`src/hdl/assert_macros.svh`:
```
`ifndef ASSERT_MACROS_SVH
`define ASSERT_MACROS_SVH

// Check cons in the same cycle as ante.
`define MDL_ASSERT_SAME(label, ante, cons, msg) \
    label: assert property (@(posedge clk) disable iff (!rst_n) (ante) |-> (cons)) \
        else $error(msg);

// Check cons in the cycle after ante.
`define MDL_ASSERT_NEXT(label, ante, cons, msg) \
    label: assert property (@(posedge clk) disable iff (!rst_n) (ante) |=> (cons)) \
        else $error(msg);

`endif

```
`src/hdl/mdl_pkg.sv`:
```
`default_nettype none

package mdl_pkg;

    localparam int FBITS   = 24;
    localparam int X_W     = 27;
    localparam int K_W     = 26;
    localparam int G_W     = 27;
    localparam int P2_W    = 28;
    localparam int P3_W    = 29;
    localparam int P5_W    = 31;
    localparam int P7_W    = 33;
    localparam int T1_W    = 27;
    localparam int T3_W    = 29;
    localparam int T5_W    = 31;
    localparam int T7_W    = 35;
    localparam int ACC_W   = 36;
    localparam int CLIP_W  = FBITS + 2;
    localparam int NSTG    = 11;

    localparam logic signed [K_W-1:0] DEADBAND_Q = 26'sd1375732;
    localparam logic signed [K_W-1:0] RESCALE_Q  = 26'sd18275834;
    localparam logic signed [K_W-1:0] K7_Q       = 26'sd29926831;
    localparam logic signed [K_W-1:0] K5_Q       = -26'sd24311949;
    localparam logic signed [K_W-1:0] K3_Q       = 26'sd4803481;
    localparam logic signed [K_W-1:0] K1_Q       = 26'sd5125728;
    localparam logic signed [K_W-1:0] SMALL_Q    = 26'sd16777;
    localparam logic signed [K_W-1:0] ONE_Q      = 26'sd16777216;

endpackage

`default_nettype wire

```
`src/hdl/mdl_rmul.sv`:
```
`default_nettype none

module mdl_rmul
    import mdl_pkg::*;
#(
    parameter int A_W = 27,
    parameter int B_W = 26,
    parameter int P_W = 27
)
(
    input  wire logic                  clk,
    input  wire logic                  en,
    input  wire logic signed [A_W-1:0] a,
    input  wire logic signed [B_W-1:0] b,
    output logic signed [P_W-1:0]      p
);

    localparam int M_W = A_W + B_W;
    localparam logic signed [M_W-1:0] HALF =
        {{(M_W - FBITS){1'b0}}, 1'b1, {(FBITS - 1){1'b0}}};

    logic signed [M_W-1:0] prod;
    logic signed [M_W-1:0] rnd;
    logic signed [P_W-1:0] p_next;
    logic signed [P_W-1:0] p_reg;

    // round to nearest, ties away from zero
    assign prod   = M_W'(a) * M_W'(b);
    assign rnd    = prod + HALF - M_W'(prod[M_W-1]);
    assign p_next = rnd[P_W+FBITS-1:FBITS];

    always_ff @(posedge clk)
    begin
        if (en)
        begin
            p_reg <= p_next;
        end
    end

    assign p = p_reg;

endmodule

`default_nettype wire

```
`config.mk`:
```
export PLATFORM = sky130hd
export DESIGN_NAME = mdl_rmul
export DESIGN_NICKNAME = d
export VERILOG_FILES = /design/src/hdl/assert_macros.svh /design/src/hdl/mdl_pkg.sv /design/src/hdl/mdl_rmul.sv
export SDC_FILE = /design/constraint.sdc
export NUM_CORES = 2
export LEC_CHECK = 0
export BUFFER_PORTS_ARGS = -buffer_cell sky130_fd_sc_hd__buf_2
export CAP_MARGIN = 20
export CORE_UTILIZATION = 50
export CTS_CLUSTER_DIAMETER = 100
export CTS_CLUSTER_SIZE = 8
export DETAILED_ROUTE_END_ITERATION = 10
export PLACE_DENSITY = 0.68
export SETUP_SLACK_MARGIN = 0.4
export SYNTH_ARGS = -nofsm -noshare
export SYNTH_HDL_FRONTEND = slang
export SYNTH_SLANG_ARGS = --single-unit
export TNS_END_PERCENT = 10
```
`constraint.sdc`:
```
create_clock -name clk -period 26.6 [get_ports clk]
set_clock_uncertainty 0.15 [all_clocks]
set_input_delay 5.32 -clock clk [delete_from_list [all_inputs] [get_ports clk]]
set_output_delay 5.32 -clock clk [all_outputs]
set_load 0.005 [all_outputs]
```
==> flow_summary.yaml <==
critical_path:
  cp-start-kind: "input port"
  cpMostUsedCell: "fa_1"
  worstPathArrival_ns: 14.74
  critPathKind: "input port to register"
  end_kind: "register"
  path_delay_family: "adder cells"
  cp_max_fo: 27
  critical-path-max-stage-delay_ns: 0.59
  critPathSlowestCell: "or4_1"
  critical_path_buf_inv_count: 5
  crit_required_ns: 26.46
synthesis:
  syn_avg_cell_area_sq_um: 9.06
  ys_seq_elements: 27
  ys_warn_count: 0
  syn_area_sq_um: 28100
  synthCells: 3098
  synth-main-ff-cell: "edfxtp_1"
  synth-async-reset-ratio: 0
  synth_edf_count: 27
  syn_nets: 4083
  yosysSeqAreaShare: 0.0289
  ys_types: 70
floorplan:
  io_pins: 82
  die-area_sq_um: 57100
  die_h_um: 239
  start_util: 0.508
  core_sq_um: 55300
  rows: 86
  dieWidth_um: 239
cells_and_area:
  largest_reg_flops: 27
  drive_above_1_share: 0.0350
  multi_input_area_sq_um: 23800
  final-seq-area_sq_um: 811
  stdcell_area_sq_um: 29000
  syn_to_final_growth_pct: 3.39
  final_nets: 4041
  antenna_cells: 0
  num-fill-cells: 5123
sta:
  rsz0062_at_grt: "no"
  setup_viol: 0
  min_period_ns: 14.88
  whs_ns: 5.46
  tightest_slew_ns: 0.778
  worst_slack_ns: 11.72
  tns_ns: 0
  post-route-period-util: 0.559
  clock.fmax_ghz: 0.0672
  relSlewSlack: 0.481
  final_max_slew_viol_count: 0
  hold_viol_final: 0
route:
  drtAntennaViolNets: 0
  drcViolationCount: 0
  dr.pass1.iters: 7
  drt_iter0_drc: 1032
  viasPerCell: 5.38
  wl_um: 72100
  vias: 20500
  wl_per_cell_um: 18.9
clock_network:
  numCtsBuffers: 3
  cts.clk_slew.worst_paths_ns: 0.06
  cts_setup_buffers: 0
  cts-hold-fix-buffers: 0
  cts_sinks: 27
  ctsResizeCount: 0
  cts-root-buf: "clkbuf_16"
  htreeDepth: 1
  cts_tree: "yes"
  clock_path_buffers: 2
outcome:
  status: "finished, final reports clean"
global_route:
  grt_max_degree: 28
  grt_overflow: 0
  grt_pass1_wl_um: 121000
  grt_pass1_vias: 23800
  grt_usage: 0.271
  antenna_found_initial: 2
run:
  maxCapViolations: 0
hold_path:
  hold_path_class: "input port to register"
placed_design:
  dpl-instance-area_sq_um: 29000
  dp_slack_ns: 11.51
  dp_hpwl_um: 59100
  io_buffers: 81
  gp_congestion: 0.904
[Yosys cell counts, types with 5 or more instances]
cell type	instances	area (sq um)
xor2_1	27	236
nor2_1	54	203
ha_1	196	2450
xnor2_1	55	482
nor2b_1	9	56.3
and2_1	259	1620
inv_1	785	2950
o211ai_1	6	45.0
nand2_1	472	1770
fa_1	734	14700
nand4_1	9	56.3
clkbuf_1	129	484
nor3_1	14	70.1
nand3_1	25	125
a21o_1	29	218
edfxtp_1	27	811
a211oi_1	8	60.1
o21a_1	13	97.6
o21bai_1	18	135
o21ai_1	6	30.0
a211o_1	5	43.8
a21oi_1	82	410
o21ai_0	38	190
nand2b_1	14	87.6
[worst paths after layout]
check | slack, ns | cells past startpoint | to | start
hold / removal | 5.46 | 1 | p[4] | en
setup / recovery | 11.72 | 33 | p[26] | b[2]
[stage by stage]
stage                     instances  utilization
final                          3803        0.525
after global routing           3803        0.525
after floorplan                3098            -
after detailed placement       3799        0.524
after CTS                      3803        0.525
after global placement         3799        0.524
[cell usage in the layout (no fill, tap or decap), types with 3 or more instances in the layout]
cell       count
inv_1        785
edfxtp_1      27
nand4_1        9
o21ai_0       38
a31oi_1        4
a21oi_1       82
o21a_1        13
a21o_1        29
fa_1         734
a2111oi_0      4
or2_2          4
clkbuf_16      3
nor2_1        54
or3_1          4
o21bai_1      18
a41o_1         3
a221oi_1       3
nand3_1       25
a31o_2         3
nand3b_1       3
and3_1         3
a211o_1        5
and4_1         4
nor2b_1        9
nand2b_1      14
a211oi_1       8
o21ai_1        6
buf_2         81
ha_1         196
o211ai_1       6
buf_4          6
xnor2_1       55
xor2_1        27
nand2_1      472
nor3_1        14
a221o_1        3
a41oi_1        3
and2_1       259
[cell type report]
class / instances / share of cell area
clock inverter: 1 / 0.000172
sequential: 27 / 0.0279
clock buffer: 3 / 0.00259
tap: 748 / 0.0322
multi-input combinational: 2152 / 0.820
timing repair buffer: 87 / 0.0155
inverter: 785 / 0.101
[metal layers]
| metal | GRT usage | wire (um) | vias to the layer above |
|---|---|---|---|
| met1 | 0.307 | 26800 | 10600 |
| li1 | - | - | 8987 |
| met4 | 0.125 | 4120 | 4 |
| met2 | 0.512 | 38200 | 598 |
| met3 | 0.0229 | 2960 | 224 |
| met5 | 0 | 34 | - |
[cell families after synthesis]
| logic type | synth area share |
|---|---|
| buffers and inverters | 0.123 |
| adder cells (fa/ha/maj) | 0.611 |
| AND/OR/NAND/NOR | 0.149 |
| multiplexers | 0.000713 |
| AO/OA/AOI/OAI | 0.0612 |
| flip-flops | 0.0289 |
| XOR/XNOR | 0.0264 |
Power is not shown: default switching activity piles up to over one toggle a cycle in this logic, so the estimate is an artifact.
